`src/hdl/spf_pkg.sv`:
```
// ----------------------------------------------------------------------------
// spf_pkg: shared types and constants of the servo packet framer
// Beat kinds, queue entry and result layouts, packet constants.
// ----------------------------------------------------------------------------
`default_nettype none

package spf_pkg;

  localparam logic [7:0] HDR0       = 8'hFA;
  localparam logic [7:0] HDR1       = 8'hAF;
  localparam logic [7:0] READ_FLAGS = 8'h0F;
  localparam logic [7:0] BYTE_MASK  = 8'hFF;

  // byte position inside a packet or reply (up to 7 + 7)
  localparam int unsigned POS_W = 4;
  localparam logic [POS_W-1:0] POS_DATA0 = 4'd7;  // first data byte
  localparam logic [POS_W-1:0] POS_XOR0  = 4'd2;  // first checksummed byte

  localparam int unsigned IN_TDATA_W  = 80;
  localparam int unsigned OUT_TDATA_W = 48;

  typedef enum logic {
    KIND_FRAME = 1'b0,
    KIND_RX    = 1'b1
  } kind_t;

  typedef enum logic {
    ST_IDLE = 1'b0,
    ST_SEND = 1'b1
  } back_state_t;

  typedef struct packed {
    kind_t       kind;
    logic        is_read;
    logic [7:0]  servo_id;
    logic [7:0]  flag_byte;
    logic [7:0]  reg_address;
    logic [2:0]  data_length;   // already limited
    logic [7:0]  servo_count;
    logic [31:0] data_word;
    logic [7:0]  rx_byte;
  } entry_t;

  typedef struct packed {
    logic   valid;
    entry_t entry;
  } head_t;

  typedef struct packed {
    logic        tx_valid;
    logic [7:0]  tx_byte;
    logic        tx_last;
    logic        reply_valid;
    logic        reply_ok;
    logic [31:0] reply_data;
  } result_t;

endpackage

`default_nettype wire

```
`src/hdl/spf_front.sv`:
```
// ----------------------------------------------------------------------------
// spf_front: input decode and command queue
// Unpacks input beats, limits the length, flags read requests, queues them.
// ----------------------------------------------------------------------------
`default_nettype none

module spf_front #(
  parameter int unsigned MAX_DATA_BYTES = 4
) (
  input  wire logic                               clk,
  input  wire logic                               rst_n,
  input  wire logic                               in_tvalid,
  output logic                                    in_tready,
  input  wire logic [spf_pkg::IN_TDATA_W-1:0]     in_tdata,
  input  wire logic                               in_tuser,
  output spf_pkg::head_t                          head,
  input  wire logic                               pop
);

  localparam logic [3:0] MAX_LEN = 4'(MAX_DATA_BYTES);

  spf_pkg::entry_t q_r [2];
  logic            wr_ptr_r, wr_ptr_nxt;
  logic            rd_ptr_r, rd_ptr_nxt;
  logic [1:0]      cnt_r, cnt_nxt;
  spf_pkg::entry_t dec;
  logic            push;
  logic            do_pop;

  always_comb begin
    dec.kind        = spf_pkg::kind_t'(in_tuser);
    dec.servo_id    = in_tdata[7:0];
    dec.flag_byte   = in_tdata[15:8];
    dec.reg_address = in_tdata[23:16];
    dec.servo_count = in_tdata[34:27];
    dec.data_word   = in_tdata[66:35];
    dec.rx_byte     = in_tdata[74:67];
    if ({1'b0, in_tdata[26:24]} > MAX_LEN) begin
      dec.data_length = MAX_LEN[2:0];
    end else begin
      dec.data_length = in_tdata[26:24];
    end
    dec.is_read = (in_tdata[15:8] == spf_pkg::READ_FLAGS);
  end

  assign in_tready  = (cnt_r != 2'd2);
  assign push       = in_tvalid && in_tready;
  assign do_pop     = pop && (cnt_r != 2'd0);
  assign head.valid = (cnt_r != 2'd0);
  assign head.entry = q_r[rd_ptr_r];

  always_comb begin
    wr_ptr_nxt = push   ? ~wr_ptr_r : wr_ptr_r;
    rd_ptr_nxt = do_pop ? ~rd_ptr_r : rd_ptr_r;
    cnt_nxt    = cnt_r + {1'b0, push} - {1'b0, do_pop};
  end

  always_ff @(posedge clk) begin
    if (!rst_n) begin
      wr_ptr_r <= 1'b0;
      rd_ptr_r <= 1'b0;
      cnt_r    <= 2'd0;
    end else begin
      wr_ptr_r <= wr_ptr_nxt;
      rd_ptr_r <= rd_ptr_nxt;
      cnt_r    <= cnt_nxt;
    end
  end

  always_ff @(posedge clk) begin
    if (push) begin
      q_r[wr_ptr_r] <= dec;
    end
  end

endmodule

`default_nettype wire

```
`src/hdl/spf_back.sv`:
```
// ----------------------------------------------------------------------------
// spf_back: packet sequencer, reply checker and output register
// Emits one packet byte per cycle unless stalled; checker folds reply bytes.
// ----------------------------------------------------------------------------
`default_nettype none

module spf_back (
  input  wire logic      clk,
  input  wire logic      rst_n,
  input  wire spf_pkg::head_t head,
  output logic           pop,
  output logic           out_tvalid,
  input  wire logic      out_tready,
  output spf_pkg::result_t out_res
);

  spf_pkg::back_state_t state_r, state_nxt;
  logic [spf_pkg::POS_W-1:0] pos_r, pos_nxt;
  logic [7:0]  tx_xor_r, tx_xor_nxt;

  logic        armed_r, armed_nxt;
  logic [2:0]  exp_len_r, exp_len_nxt;
  logic [spf_pkg::POS_W-1:0] idx_r, idx_nxt;
  logic [7:0]  rx_xor_r, rx_xor_nxt;
  logic [31:0] accum_r, accum_nxt;

  logic             out_v_r;
  spf_pkg::result_t res_r;
  spf_pkg::result_t res;
  logic             emit;
  logic             adv;
  logic             frame_end;

  spf_pkg::entry_t  e;
  logic [spf_pkg::POS_W-1:0] last_pos;
  logic [spf_pkg::POS_W-1:0] doff;
  logic [spf_pkg::POS_W-1:0] rx_off;
  logic [7:0]  tx_b;
  logic [7:0]  data_b;
  logic [31:0] rx_shifted;

  assign e   = head.entry;
  assign adv = !out_v_r || out_tready;
  assign last_pos = spf_pkg::POS_DATA0 + {1'b0, e.data_length};
  assign doff     = pos_r - spf_pkg::POS_DATA0;
  assign rx_off   = idx_r - spf_pkg::POS_DATA0;
  assign frame_end = head.valid && adv && (e.kind == spf_pkg::KIND_FRAME) &&
                     (pos_r == last_pos);

  // next state
  always_comb begin
    state_nxt = state_r;
    unique case (state_r)
      spf_pkg::ST_IDLE: begin
        if (head.valid && adv && (e.kind == spf_pkg::KIND_FRAME) && !frame_end) begin
          state_nxt = spf_pkg::ST_SEND;
        end
      end
      spf_pkg::ST_SEND: begin
        if (frame_end) begin
          state_nxt = spf_pkg::ST_IDLE;
        end
      end
      default: state_nxt = spf_pkg::ST_IDLE;
    endcase
  end

  // data byte of the packet at the current position
  always_comb begin
    data_b = 8'h00;
    if (doff < 4'd4) begin
      unique case (doff[1:0])
        2'd0: data_b = e.data_word[7:0];
        2'd1: data_b = e.data_word[15:8];
        2'd2: data_b = e.data_word[23:16];
        2'd3: data_b = e.data_word[31:24];
        default: data_b = 8'h00;
      endcase
    end
  end

  always_comb begin
    priority if (pos_r == 4'd0) tx_b = spf_pkg::HDR0;
    else if (pos_r == 4'd1)     tx_b = spf_pkg::HDR1;
    else if (pos_r == 4'd2)     tx_b = e.servo_id;
    else if (pos_r == 4'd3)     tx_b = e.flag_byte;
    else if (pos_r == 4'd4)     tx_b = e.reg_address;
    else if (pos_r == 4'd5)     tx_b = {5'd0, e.data_length};
    else if (pos_r == 4'd6)     tx_b = e.servo_count;
    else if (pos_r == last_pos) tx_b = tx_xor_r;
    else                        tx_b = data_b;
  end

  always_comb begin
    rx_shifted = 32'd0;
    unique case (rx_off[1:0])
      2'd0: rx_shifted = {24'd0, e.rx_byte};
      2'd1: rx_shifted = {16'd0, e.rx_byte, 8'd0};
      2'd2: rx_shifted = {8'd0, e.rx_byte, 16'd0};
      2'd3: rx_shifted = {e.rx_byte, 24'd0};
      default: rx_shifted = 32'd0;
    endcase
  end

  // outputs and datapath
  always_comb begin
    pop         = 1'b0;
    emit        = 1'b0;
    res         = '0;
    pos_nxt     = pos_r;
    tx_xor_nxt  = tx_xor_r;
    armed_nxt   = armed_r;
    exp_len_nxt = exp_len_r;
    idx_nxt     = idx_r;
    rx_xor_nxt  = rx_xor_r;
    accum_nxt   = accum_r;
    if (head.valid && adv) begin
      unique case (e.kind)
        spf_pkg::KIND_FRAME: begin
          emit         = 1'b1;
          res.tx_valid = 1'b1;
          res.tx_byte  = tx_b;
          if (frame_end) begin
            res.tx_last = 1'b1;
            pop         = 1'b1;
            pos_nxt     = '0;
            tx_xor_nxt  = 8'h00;
            if (e.is_read) begin
              armed_nxt   = 1'b1;
              exp_len_nxt = e.data_length;
              idx_nxt     = '0;
              rx_xor_nxt  = 8'h00;
              accum_nxt   = 32'd0;
            end
          end else begin
            pos_nxt = pos_r + 4'd1;
            if (pos_r >= spf_pkg::POS_XOR0) begin
              tx_xor_nxt = tx_xor_r ^ tx_b;
            end
          end
        end
        spf_pkg::KIND_RX: begin
          pop = 1'b1;
          if (armed_r) begin
            if (idx_r == spf_pkg::POS_DATA0 + {1'b0, exp_len_r}) begin
              emit            = 1'b1;
              res.reply_valid = 1'b1;
              res.reply_ok    = (e.rx_byte == rx_xor_r);
              res.reply_data  = accum_r;
              armed_nxt       = 1'b0;
              idx_nxt         = '0;
              rx_xor_nxt      = 8'h00;
              accum_nxt       = 32'd0;
            end else begin
              if (idx_r >= spf_pkg::POS_XOR0) begin
                rx_xor_nxt = rx_xor_r ^ e.rx_byte;
              end
              if (idx_r >= spf_pkg::POS_DATA0 && rx_off < 4'd4) begin
                accum_nxt = accum_r | rx_shifted;
              end
              idx_nxt = idx_r + 4'd1;
            end
          end
        end
        default: pop = 1'b0;
      endcase
    end
  end

  always_ff @(posedge clk) begin
    if (!rst_n) begin
      state_r   <= spf_pkg::ST_IDLE;
      pos_r     <= '0;
      tx_xor_r  <= 8'h00;
      armed_r   <= 1'b0;
      exp_len_r <= 3'd0;
      idx_r     <= '0;
      rx_xor_r  <= 8'h00;
      accum_r   <= 32'd0;
      out_v_r   <= 1'b0;
    end else begin
      state_r   <= state_nxt;
      pos_r     <= pos_nxt;
      tx_xor_r  <= tx_xor_nxt;
      armed_r   <= armed_nxt;
      exp_len_r <= exp_len_nxt;
      idx_r     <= idx_nxt;
      rx_xor_r  <= rx_xor_nxt;
      accum_r   <= accum_nxt;
      if (adv) begin
        out_v_r <= emit;
      end
    end
  end

  always_ff @(posedge clk) begin
    if (adv && emit) begin
      res_r <= res;
    end
  end

  assign out_tvalid = out_v_r;
  assign out_res    = res_r;

endmodule

`default_nettype wire

```
`src/hdl/servo_packet_framer_and_reply_checker_unit.sv`:
```
// ----------------------------------------------------------------------------
// A taken frame beat is written into the two-entry queue; its packet bytes
// then pass through the output register. A frame holds the sequencer for
// 8 + length bytes; a reply byte is popped when the sequencer takes it.
// One byte per cycle from the sequencer, stalled by out_tready, sets the rate.
// Reset: rst_n synchronous, active low; empties the queue, disarms receiver.
// ----------------------------------------------------------------------------
// servo_packet_framer_and_reply_checker_unit
// Frames short servo packets with XOR checksum and checks read replies.
// ----------------------------------------------------------------------------
`default_nettype none

module servo_packet_framer_and_reply_checker_unit #(
  // largest data length carried in a packet; longer requests are limited
  parameter int unsigned MAX_DATA_BYTES = 4
) (
  input  wire logic                           clk,
  input  wire logic                           rst_n,
  // input beats
  input  wire logic                           in_tvalid,
  output logic                                in_tready,
  // tdata, low bit up: servo_id[7:0], flag_byte[15:8], reg_address[23:16],
  //   data_length[26:24], servo_count[34:27], data_word[66:35],
  //   rx_byte[74:67], zero pad[79:75]
  input  wire logic [spf_pkg::IN_TDATA_W-1:0] in_tdata,
  // tuser: cmd (0 frame, 1 reply byte)
  input  wire logic                           in_tuser,
  // result beats
  output logic                                out_tvalid,
  input  wire logic                           out_tready,
  // tdata, low bit up: tx_byte[7:0], reply_ok[8], reply_data[40:9],
  //   zero pad[47:41]
  output logic [spf_pkg::OUT_TDATA_W-1:0]     out_tdata,
  // tuser, low bit up: tx_valid[0], reply_valid[1]
  output logic [1:0]                          out_tuser,
  // tlast: tx_last, set on the checksum byte
  output logic                                out_tlast
);

  spf_pkg::head_t   head;
  logic             pop;
  spf_pkg::result_t res;

  // front: decode, length limit, read detect, two-entry queue
  spf_front #(
    .MAX_DATA_BYTES (MAX_DATA_BYTES)
  ) u_front (
    .clk       (clk),
    .rst_n     (rst_n),
    .in_tvalid (in_tvalid),
    .in_tready (in_tready),
    .in_tdata  (in_tdata),
    .in_tuser  (in_tuser),
    .head      (head),
    .pop       (pop)
  );

  // back: byte sequencer, reply checker, output register
  spf_back u_back (
    .clk        (clk),
    .rst_n      (rst_n),
    .head       (head),
    .pop        (pop),
    .out_tvalid (out_tvalid),
    .out_tready (out_tready),
    .out_res    (res)
  );

  assign out_tdata = {7'd0, res.reply_data, res.reply_ok, res.tx_byte};
  assign out_tuser = {res.reply_valid, res.tx_valid};
  assign out_tlast = res.tx_last;

endmodule

`default_nettype wire
```
`config.mk`:
```
export PLATFORM = sky130hd
export DESIGN_NAME = servo_packet_framer_and_reply_checker_unit
export DESIGN_NICKNAME = d
export VERILOG_FILES = /design/src/hdl/spf_pkg.sv /design/src/hdl/spf_front.sv /design/src/hdl/spf_back.sv /design/src/hdl/servo_packet_framer_and_reply_checker_unit.sv
export SDC_FILE = /design/constraint.sdc
export NUM_CORES = 1
export LEC_CHECK = 0
export BUFFER_PORTS_ARGS = -buffer_cell sky130_fd_sc_hd__buf_2
export CAP_MARGIN = 20
export CORE_MARGIN = 5
export CORE_UTILIZATION = 25
export CTS_CLUSTER_DIAMETER = 50
export CTS_CLUSTER_SIZE = 20
export DETAILED_ROUTE_END_ITERATION = 7
export PLACE_DENSITY = 0.39
export REMOVE_ABC_BUFFERS = 1
export SLEW_MARGIN = 20
export SYNTH_ARGS = -nofsm -noshare
export SYNTH_HDL_FRONTEND = slang
export SYNTH_SLANG_ARGS = --single-unit
```
`constraint.sdc`:
```
create_clock -name clk -period 6.2 [get_ports clk]
set_clock_uncertainty 0.15 [all_clocks]
set_input_delay 0.93 -clock clk [delete_from_list [all_inputs] [get_ports clk]]
set_output_delay 0.93 -clock clk [all_outputs]
set_load 0.02 [all_outputs]
```
==> results of run 1 <==
## cell type report
cell class              count  area share [%]
repair buffers            134            5.28
flip-flops and latches    264            53.8
multi-input cells         523            25.9
clock buffers              43            7.18
clock inverters            21            1.41
inverters                  36            1.00
well taps                 592            5.48
## cell usage after synthesis, drive strengths merged, types with 2 or more instances
cell    count  area, um^2
nor2       65         251
clkbuf     26        97.6
a221o       5        50.1
inv        36         135
o21a        2        15.0
nand2      36         138
nor3b       2        15.0
edfxtp    198        5950
nand2b      5        31.3
mux2       17         191
and2       25         156
mux2i      39         403
or2         3        18.8
nor3       20         100
a21oi      54         270
nand3      16        95.1
o21ai      55         290
a222oi      4        40.0
a211oi     10        75.1
a211o       3        26.3
a41oi       3        26.3
xnor2      15         131
o211ai      4        30.0
a21boi      2        26.3
o221ai      3        26.3
nor2b       8        50.1
nand4       4        31.3
dfxtp      66        1320
a31oi      22         138
xor2        6        52.6
nand3b      5        37.5
a221oi      9        78.8
or3         7        43.8
nor4        3        18.8
buf        22         146
a22oi      14         105
ha         15         188
o22ai       6        37.5
and3        7        43.8
or3b       11        96.3
## how the worst max path moves through the flow
| stage | endpoint | slack (ps) | cells past startpoint | start |
|---|---|---|---|---|
| 2_1_floorplan | u_front.q_r[0][0] | 1300 | 2 | in_tvalid |
| 3_3_place_gp | u_front.cnt_r[1] | 2130 | 13 | flip-flop |
| 3_5_place_dp | u_front.cnt_r[1] | 2080 | 13 | flip-flop |
| 4_1_cts | u_front.cnt_r[1] | 2050 | 13 | flip-flop |
| 5_1_grt | u_front.cnt_r[1] | 1750 | 13 | flip-flop |
| 6_report | u_front.cnt_r[1] | 2180 | 13 | flip-flop |
## worst max-delay path: cells and delay by family, from the launching register on
kind	cells	cell delay [ps]
flip-flops	1	650
buffers and inverters	1	50
adder cells (fa/ha/maj)	3	670
XOR/XNOR	4	620
AND/OR/NAND/NOR	3	900
multiplexers	1	430
AO/OA/AOI/OAI	1	410
## power breakdown
group          internal (W)  switching (W)  total [W]
Clock               0.00118       0.000807    0.00199
Combinational      0.000419       0.000839    0.00126
Sequential          0.00218       0.000106    0.00229
## cells by family after synthesis
family / Yosys count
xor gates and xnor gates: 21
muxes: 56
AOI/OAI and AO/OA: 203
other: 1
buffers and inverters: 84
and+or+nand+nor: 221
adders and majority gates: 15
DFF: 264
## layer usage
| metal | up-vias | track usage [%] |
|---|---|---|
| li1 | 3507 | - |
| met1 | 3461 | 15.5 |
| met2 | 154 | 19.7 |
| met3 | 47 | 3.01 |
| met4 | 0 | 3.08 |
| met5 | - | 0 |
## flip-flops by register name, indices dropped and copies added, names as in the netlist, named ones only
| signal | cells |
|---|---|
| u_back.accum_r | 32 |
| u_front.rd_ptr_r | 1 |
| u_front.cnt_r | 2 |
| u_front.wr_ptr_r | 1 |
| u_back.idx_r | 4 |
| u_back.out_res | 44 |
| u_back.out_tvalid | 1 |
| u_front.q_r | 154 |
| u_back.pos_r | 4 |
| u_back.rx_xor_r | 8 |
| u_back.armed_r | 1 |
| u_back.exp_len_r | 3 |
| u_back.tx_xor_r | 8 |
## stage by stage
stage                     area (um^2)  hold slack [ps]  worst slack [ps]
final                           13500              313              2180
after global routing            13500              335              1750
after detailed placement        12400              299              2080
after global placement          12300              293              2130
after floorplan                 10900              278              1300
after CTS                       13500              313              2050
==> results.json, run 1 <==
{
  "outcome": "finished clean",
  "ctsHoldBuffers": 0,
  "die_w_um": 221,
  "seq_area_um2": 7270,
  "cap_violations": 0,
  "yosys.area_share.simple_pct": 10.5,
  "htreeDepth": 2,
  "worst_r2r_endpoint": "u_front.cnt_r[1]",
  "ctsResizeCount": 0,
  "total_power_w": 0.00554,
  "cts_tree": "yes",
  "cts.sink_count": 264,
  "post_cts_buffers": 0,
  "drtAntennaViolNets": 0,
  "synth_compound_area_share_pct": 11.8,
  "cts_root_buf": "clkbuf_16",
  "finalWeightedCongestion": 0.765,
  "fin_crit_sh_pct": 64.9,
  "ys_ff_latch": 264,
  "syn_inst": 865,
  "multiInputGateArea_um2": 3490,
  "maxSlewViolCount": 0,
  "cp_max_fo": 31,
  "finalSetupViolations": 0,
  "fillers": 4481,
  "mostFrequentLayoutCell": "edfxtp_1",
  "clock_latency_ps": 540,
  "antenna_found_initial": 0,
  "worstPathRequired_ps": 6430,
  "clk_path_buf_depth": 3,
  "post-route-min-period_ps": 4020,
  "nets": 1095,
  "fmax_ghz": 0.249,
  "reg2reg_depth": 13,
  "seq_area_frac_synth_pct": 65.5,
  "slew-limit-headroom_pct": 34.8,
  "finalHoldViolations": 0,
  "grt_remaining_overflow": 0,
  "worstMarginPinSlew_ps": 977,
  "cp_slowest_cell": "dfxtp_4",
  "place.detailed.instances": 1549,
  "synth_adder_area_share_pct": 1.69,
  "grt_pass1_vias": 7169,
  "worst_setup_path_end_kind": "flip-flop",
  "grt_usage_pct": 11.8,
  "vias": 7169,
  "whs_path_depth": 2,
  "start_kind": "flip-flop",
  "ys.flop_type": "edfxtp_1",
  "drive_gt1_share_pct": 23.1,
  "setup_tns_ps": 0,
  "core_um2": 44000,
  "ir_worst_vdd_mv": 0.161,
  "dr.pass1.iters": 5,
  "syn_to_final_growth_pct": 21.9,
  "r2r_slack_ps": 2180,
  "dpl.hpwl_um": 19400,
  "vias_per_cell": 4.44,
  "cts_buffers": 36,
  "synth_edf_count": 198,
  "holdCritStartpoint": "u_back.accum_r[30]",
  "final_cells": 1613,
  "initial_core_util_pct": 25.2,
  "final_util_pct": 30.7,
  "most-common-layout-cells": "edfxtp_1 (198), buf_2 (125), dfxtp_1 (65), nor2_1 (63), a21oi_1 (53)",
  "async_flop_share_pct": 0,
  "die_h_um": 221,
  "synth_cell_types": 66,
  "avgSynthCellArea_um2": 12.8,
  "yosysWarnings": 0,
  "crit_chain": "mux2i_1, ha_1, xnor2_1, xnor2_1, and3_1, nand2_1, a21boi_0, ha_1, inv_1, ha_1, xor2_1, xnor2_1, nor2_1",
  "portBuffers": 125,
  "synth_area_um2": 11100,
  "p_per_area_nw_per_um2": 410,
  "top_layer": "met4",
  "power.leakage_nw": 4.66,
  "drt_iter0_markers": 301,
  "synth-xor-area-share_pct": 1.66,
  "postRouteWirelength_um": 29100,
  "clk_pin_slew_ps": 60,
  "dr_wl_met2_um": 14000,
  "wl_met1_um": 13200,
  "drc": 0,
  "num_antenna_cells": 0,
  "grt_max_degree": 52,
  "io_pins": 138,
  "wl_per_cell_um": 18.1,
  "crit_type": "reg2reg",
  "hold_path_class": "reg2reg",
  "worstPathArrival_ps": 4250,
  "fp.dieArea_um2": 48700,
  "rsz0062_at_grt": "no",
  "synth_top_family_by_area": "compound AO/OA/AOI/OAI gates",
  "synth_mux_area_share_pct": 5.36,
  "routed-wl-met3_um": 1390,
  "grt_pass1_wl_um": 43900,
  "hold_end": "u_back.accum_r[30]",
  "row_count": 77,
  "max_stage_delay_ps": 650
}
(Power assumes the default switching activity.)
==> inputs of run 2 (changes only) <==
- clock period: 6.2 -> 4 ns (I/O delays scaled with it)
==> results.json, run 2 (same netlist as run 1, synthesis figures left out) <==
{
  "crit_family": "adder cells",
  "total_power_w": 0.00871,
  "finalWeightedCongestion": 0.771,
  "fillers": 4478,
  "vias": 7204,
  "clk_path_buf_depth": 3,
  "combPwrFrac_pct": 23.5,
  "htreeDepth": 2,
  "clk_pin_slew_ps": 60,
  "worstPathArrival_ps": 3410,
  "p_switching_w": 0.00277,
  "fmax_ghz": 0.316,
  "max_stage_delay_ps": 400,
  "antenna_found_initial": 0,
  "grt_max_degree": 78,
  "vias_per_cell": 4.43,
  "cap_violations": 0,
  "drc": 0,
  "grt_remaining_overflow": 0,
  "maxSlewViolCount": 0,
  "fp.dieArea_um2": 48700,
  "num_antenna_cells": 0,
  "ctsHoldBuffers": 0,
  "ir_worst_vdd_mv": 0.303,
  "grt_usage_pct": 11.8,
  "core_um2": 44000,
  "cts_tree": "yes",
  "r2r_slack_ps": 840,
  "layout_setup_ws_ps": 839,
  "io_pins": 138,
  "setup_tns_ps": 0,
  "die_w_um": 221,
  "cts_buffers": 36,
  "post_cts_buffers": 0,
  "wl_per_cell_um": 17.9,
  "most-common-layout-cells": "edfxtp_1 (198), buf_2 (125), dfxtp_1 (65), nor2_1 (63), a21oi_1 (54)",
  "path_buf_inv": 1,
  "drtAntennaViolNets": 0,
  "largest_register_ffs": 154,
  "hold_path_class": "in2reg",
  "outcome": "finished clean",
  "pre_cts_ws_ps": 767,
  "postRouteWirelength_um": 29200,
  "post-route-min-period_ps": 3160,
  "syn_to_final_growth_pct": 23.1,
  "start_kind": "flip-flop",
  "cp_slowest_cell": "dfxtp_4",
  "finalSetupViolations": 0,
  "placed_area_um2": 12500,
  "dr.pass1.iters": 5,
  "rsz0062_at_grt": "no",
  "slew-limit-headroom_pct": 46.0,
  "nets": 1108,
  "seq_area_um2": 7270,
  "cts_root_buf": "clkbuf_16",
  "crit_chain": "mux2i_4, ha_1, xnor2_1, xnor2_1, and3_1, nand2_1, a21boi_0, ha_1, inv_1, ha_1, xor2_1, xnor2_1, nor2_1",
  "cp_max_fo": 7,
  "swShare_pct": 31.8,
  "worst_setup_path_end_kind": "flip-flop",
  "worstPathRequired_ps": 4250,
  "die_h_um": 221,
  "stdcell_area_um2": 13700,
  "ctsResizeCount": 0,
  "grt_pass1_vias": 7175,
  "crit_type": "reg2reg",
  "p_clk_share_pct": 36.3,
  "initial_core_util_pct": 25.2,
  "dpl.hpwl_um": 19200,
  "power.leakage_nw": 4.74,
  "row_count": 77,
  "drive_gt1_share_pct": 24.1,
  "finalHoldViolations": 0,
  "worstMarginPinSlew_ps": 810,
  "intPower_w": 0.00594,
  "grt_pass1_wl_um": 43900,
  "seqPwrFrac_pct": 40.1,
  "max_flop_register": "u_front.q_r",
  "drt_iter0_markers": 323,
  "fin_crit_sh_pct": 79.0,
  "portBuffers": 125,
  "clock_latency_ps": 530,
  "p_per_area_nw_per_um2": 638,
  "mostFrequentLayoutCell": "edfxtp_1",
  "multiInputGateArea_um2": 3490,
  "cts.sink_count": 264
}
-- run 2: power groups by stage --
stage	clock [W]	combinational (W)	sequential (W)
after global placement	0	0.00211	0.00356
final	0.00317	0.00205	0.00349
after CTS	0.00329	0.00212	0.00350
after detailed placement	0	0.00211	0.00355
after floorplan	0	0.00107	0.00379
after global routing	0.00339	0.00225	0.00353
-- run 2: final timing paths --
kind / from / end / depth (start not counted)
setup / recovery: flip-flop / u_front.cnt_r[1] / 13
hold / removal: in_tdata[27] / u_front.q_r[0][40] / 1
setup reg to reg: flip-flop / u_front.cnt_r[1] / 13
hold reg to reg: u_back.accum_r[26] / u_back.accum_r[26] / 2
-- run 2: area by class of cell --
class | instances | share of cell area (%)
clock buffer | 39 | 6.83
clock inverter | 26 | 1.89
inverter | 36 | 0.989
multi-input combinational | 523 | 25.6
sequential | 264 | 53.2
tap | 592 | 5.42
timing repair buffer | 147 | 6.07
-- run 2: through the flow --
step	cells	utilization, %	hold WS (ps)
after global placement	1562	28.3	292
after CTS	1627	31.0	57.4
after detailed placement	1562	28.3	301
final	1627	31.0	103
after floorplan	823	-	278
after global routing	1627	31.0	60.7
-- run 2: metal layers --
layer  global-route usage (%)  vias to the layer above  routed length (um)
met5                        0                        -                   0
met4                     3.20                        0                 569
met3                     3.12                       41                1460
met1                     15.6                     3472               13100
met2                     19.4                      154               14000
li1                         -                     3537                   -
==> inputs of run 3 (changes only) <==
- PLACE_DENSITY: 0.39 -> 0.4
- clock period: 4 -> 2.65 ns (I/O delays scaled with it)
==> results.json, run 3 (same netlist as run 1, synthesis figures left out) <==
{
  "outcome": "finished, violations left",
  "violations": "setup timing",
  "cts_tree": "yes",
  "core_um2": 44000,
  "drtAntennaViolNets": 0,
  "initial_core_util_pct": 25.2,
  "grt_usage_pct": 12.2,
  "vias": 7846,
  "r2r_slack_ps": -10,
  "fin_crit_sh_pct": 101,
  "fmax_ghz": 0.375,
  "htreeDepth": 2,
  "maxSlewViolCount": 0,
  "drc": 0,
  "cts_buffers": 37,
  "path_buf_inv": 1,
  "cts_root_buf": "clkbuf_16",
  "worstMarginPinSlew_ps": 548,
  "finalWeightedCongestion": 0.814,
  "max_flop_register": "u_front.q_r",
  "clk_pin_slew_ps": 60,
  "rsz0062_at_grt": "yes",
  "ir_worst_vdd_mv": 0.388,
  "cap_violations": 0,
  "hold_path_class": "in2reg",
  "crit_chain": "mux2i_2, ha_2, xnor2_2, xnor2_1, and3_4, nand2_4, a21boi_2, ha_1, inv_1, ha_2, xor2_1, xnor2_1, nor2_1",
  "clock_latency_ps": 540,
  "portBuffers": 125,
  "holdCritStartpoint": "rst_n",
  "die_h_um": 221,
  "vias_per_cell": 4.39,
  "worstPathRequired_ps": 2930,
  "antenna_found_initial": 0,
  "row_count": 77,
  "timing.hold.ws_ps": 62.8,
  "drt_iter0_markers": 404,
  "worst_r2r_endpoint": "u_front.cnt_r[1]",
  "power.leakage_nw": 5.57,
  "crit_type": "reg2reg",
  "dr.pass1.iters": 5,
  "cp_max_fo": 4,
  "max_stage_delay_ps": 380,
  "worstPathArrival_ps": 2940,
  "p_per_area_nw_per_um2": 912,
  "grt_pass1_vias": 8070,
  "slew-limit-headroom_pct": 63.4,
  "whs_path_depth": 3,
  "placed_area_um2": 13100,
  "nets": 1268,
  "wl_per_cell_um": 17.0,
  "hold_end": "u_back.rx_xor_r[7]",
  "largest_register_ffs": 154,
  "cts.sink_count": 264,
  "final_cells": 1789,
  "fp.dieArea_um2": 48700,
  "place.detailed.instances": 1640,
  "post-route-min-period_ps": 2660,
  "postRouteWirelength_um": 30400,
  "dpl.hpwl_um": 20600,
  "syn_to_final_growth_pct": 40.4,
  "grt_remaining_overflow": 0,
  "io_pins": 138,
  "final_util_pct": 35.4,
  "worst_setup_path_end_kind": "flip-flop",
  "most-common-layout-cells": "edfxtp_1 (198), buf_2 (125), buf_4 (87), dlygate4sd3_1 (76)",
  "grt_pass1_wl_um": 45900,
  "stdcell_area_um2": 15600,
  "drive_gt1_share_pct": 33.0,
  "finalSetupViolations": 1,
  "mostFrequentLayoutCell": "edfxtp_1",
  "finalHoldViolations": 0,
  "clk_path_buf_depth": 3,
  "crit_family": "adder cells",
  "setup_tns_ps": -14.5,
  "die_w_um": 221,
  "grt_max_degree": 78,
  "start_kind": "flip-flop",
  "layout_setup_ws_ps": -14.5,
  "cp_slowest_cell": "dfxtp_4",
  "reg2reg_depth": 13
}
[run 3: cell count changes in the layout (fill, tap and decap cells not counted), sizes merged]
cell,change
bufinv,+1
buf,+82
inv,-2
clkinvlp,+3
diode,+1
clkinv,-4
dlygate4sd3,+76
clkbuf,+5
[run 3: layer usage]
layer / share of wire [%] / GRT usage, % / vias up
met1: 44 / 15.4 / 3787
met5: 0 / 0 / -
met2: 50 / 20.9 / 152
li1: - / - / 3861
met3: 4.5 / 3.04 / 46
met4: 1.9 / 3.41 / 0
[run 3: worst max-delay path by stage]
stage	startpoint	end	slack [ps]	cells past startpoint
finish	flip-flop	u_front.cnt_r[1]	-10	13
global route	flip-flop	u_front.cnt_r[1]	-140	13
CTS	flip-flop	u_back.rx_xor_r[0]	-50	11
detailed placement	flip-flop	u_front.cnt_r[1]	-110	13
global placement	flip-flop	u_front.cnt_r[1]	-120	13
floorplan	flip-flop	u_front.cnt_r[1]	-2130	13
[run 3: cell type report]
class | count | area [um^2]
Sequential cell | 264 | 7270
Fill cell | 4373 | 28500
Antenna cell | 1 | 2.50
Clock inverter | 24 | 290
Multi-Input combinational cell | 523 | 3790
Clock buffer | 43 | 991
Inverter | 36 | 135
Tap cell | 592 | 741
Timing Repair Buffer | 306 | 2350
[run 3: stage by stage]
stage	worst slack [ps]	total power [W]
2_1_floorplan	-2130	0.00734
3_3_place_gp	-116	0.00901
3_5_place_dp	-105	0.00899
4_1_cts	-51.5	0.0143
5_1_grt	-144	0.0150
6_report	-14.5	0.0142
[run 3: power breakdown]
| group | internal (W) | total, W | switching [W] |
|---|---|---|---|
| clock network | 0.00306 | 0.00504 | 0.00198 |
| registers | 0.00511 | 0.00527 | 0.000164 |
| logic | 0.00165 | 0.00389 | 0.00225 |
[run 3: worst register-to-register path: stages (launching register included)]
cell	delay (ps)
dfxtp_4	380
mux2i_2	250
ha_2	230
xnor2_2	60
xnor2_1	230
and3_4	250
nand2_4	60
a21boi_2	150
ha_1	250
inv_1	60
ha_2	160
xor2_1	160
xnor2_1	130
nor2_1	50
[run 3: repair_timing]
action / in CTS / in global routing
hold buffers: 76 / 0
endpoints found under the hold margin: 149 / 0
gates cloned: 0 / 2
gates resized for setup: 16 / 76
endpoints found under the setup margin: 38 / 73
pin swaps: 1 / 38
buffers inserted: 0 / 3
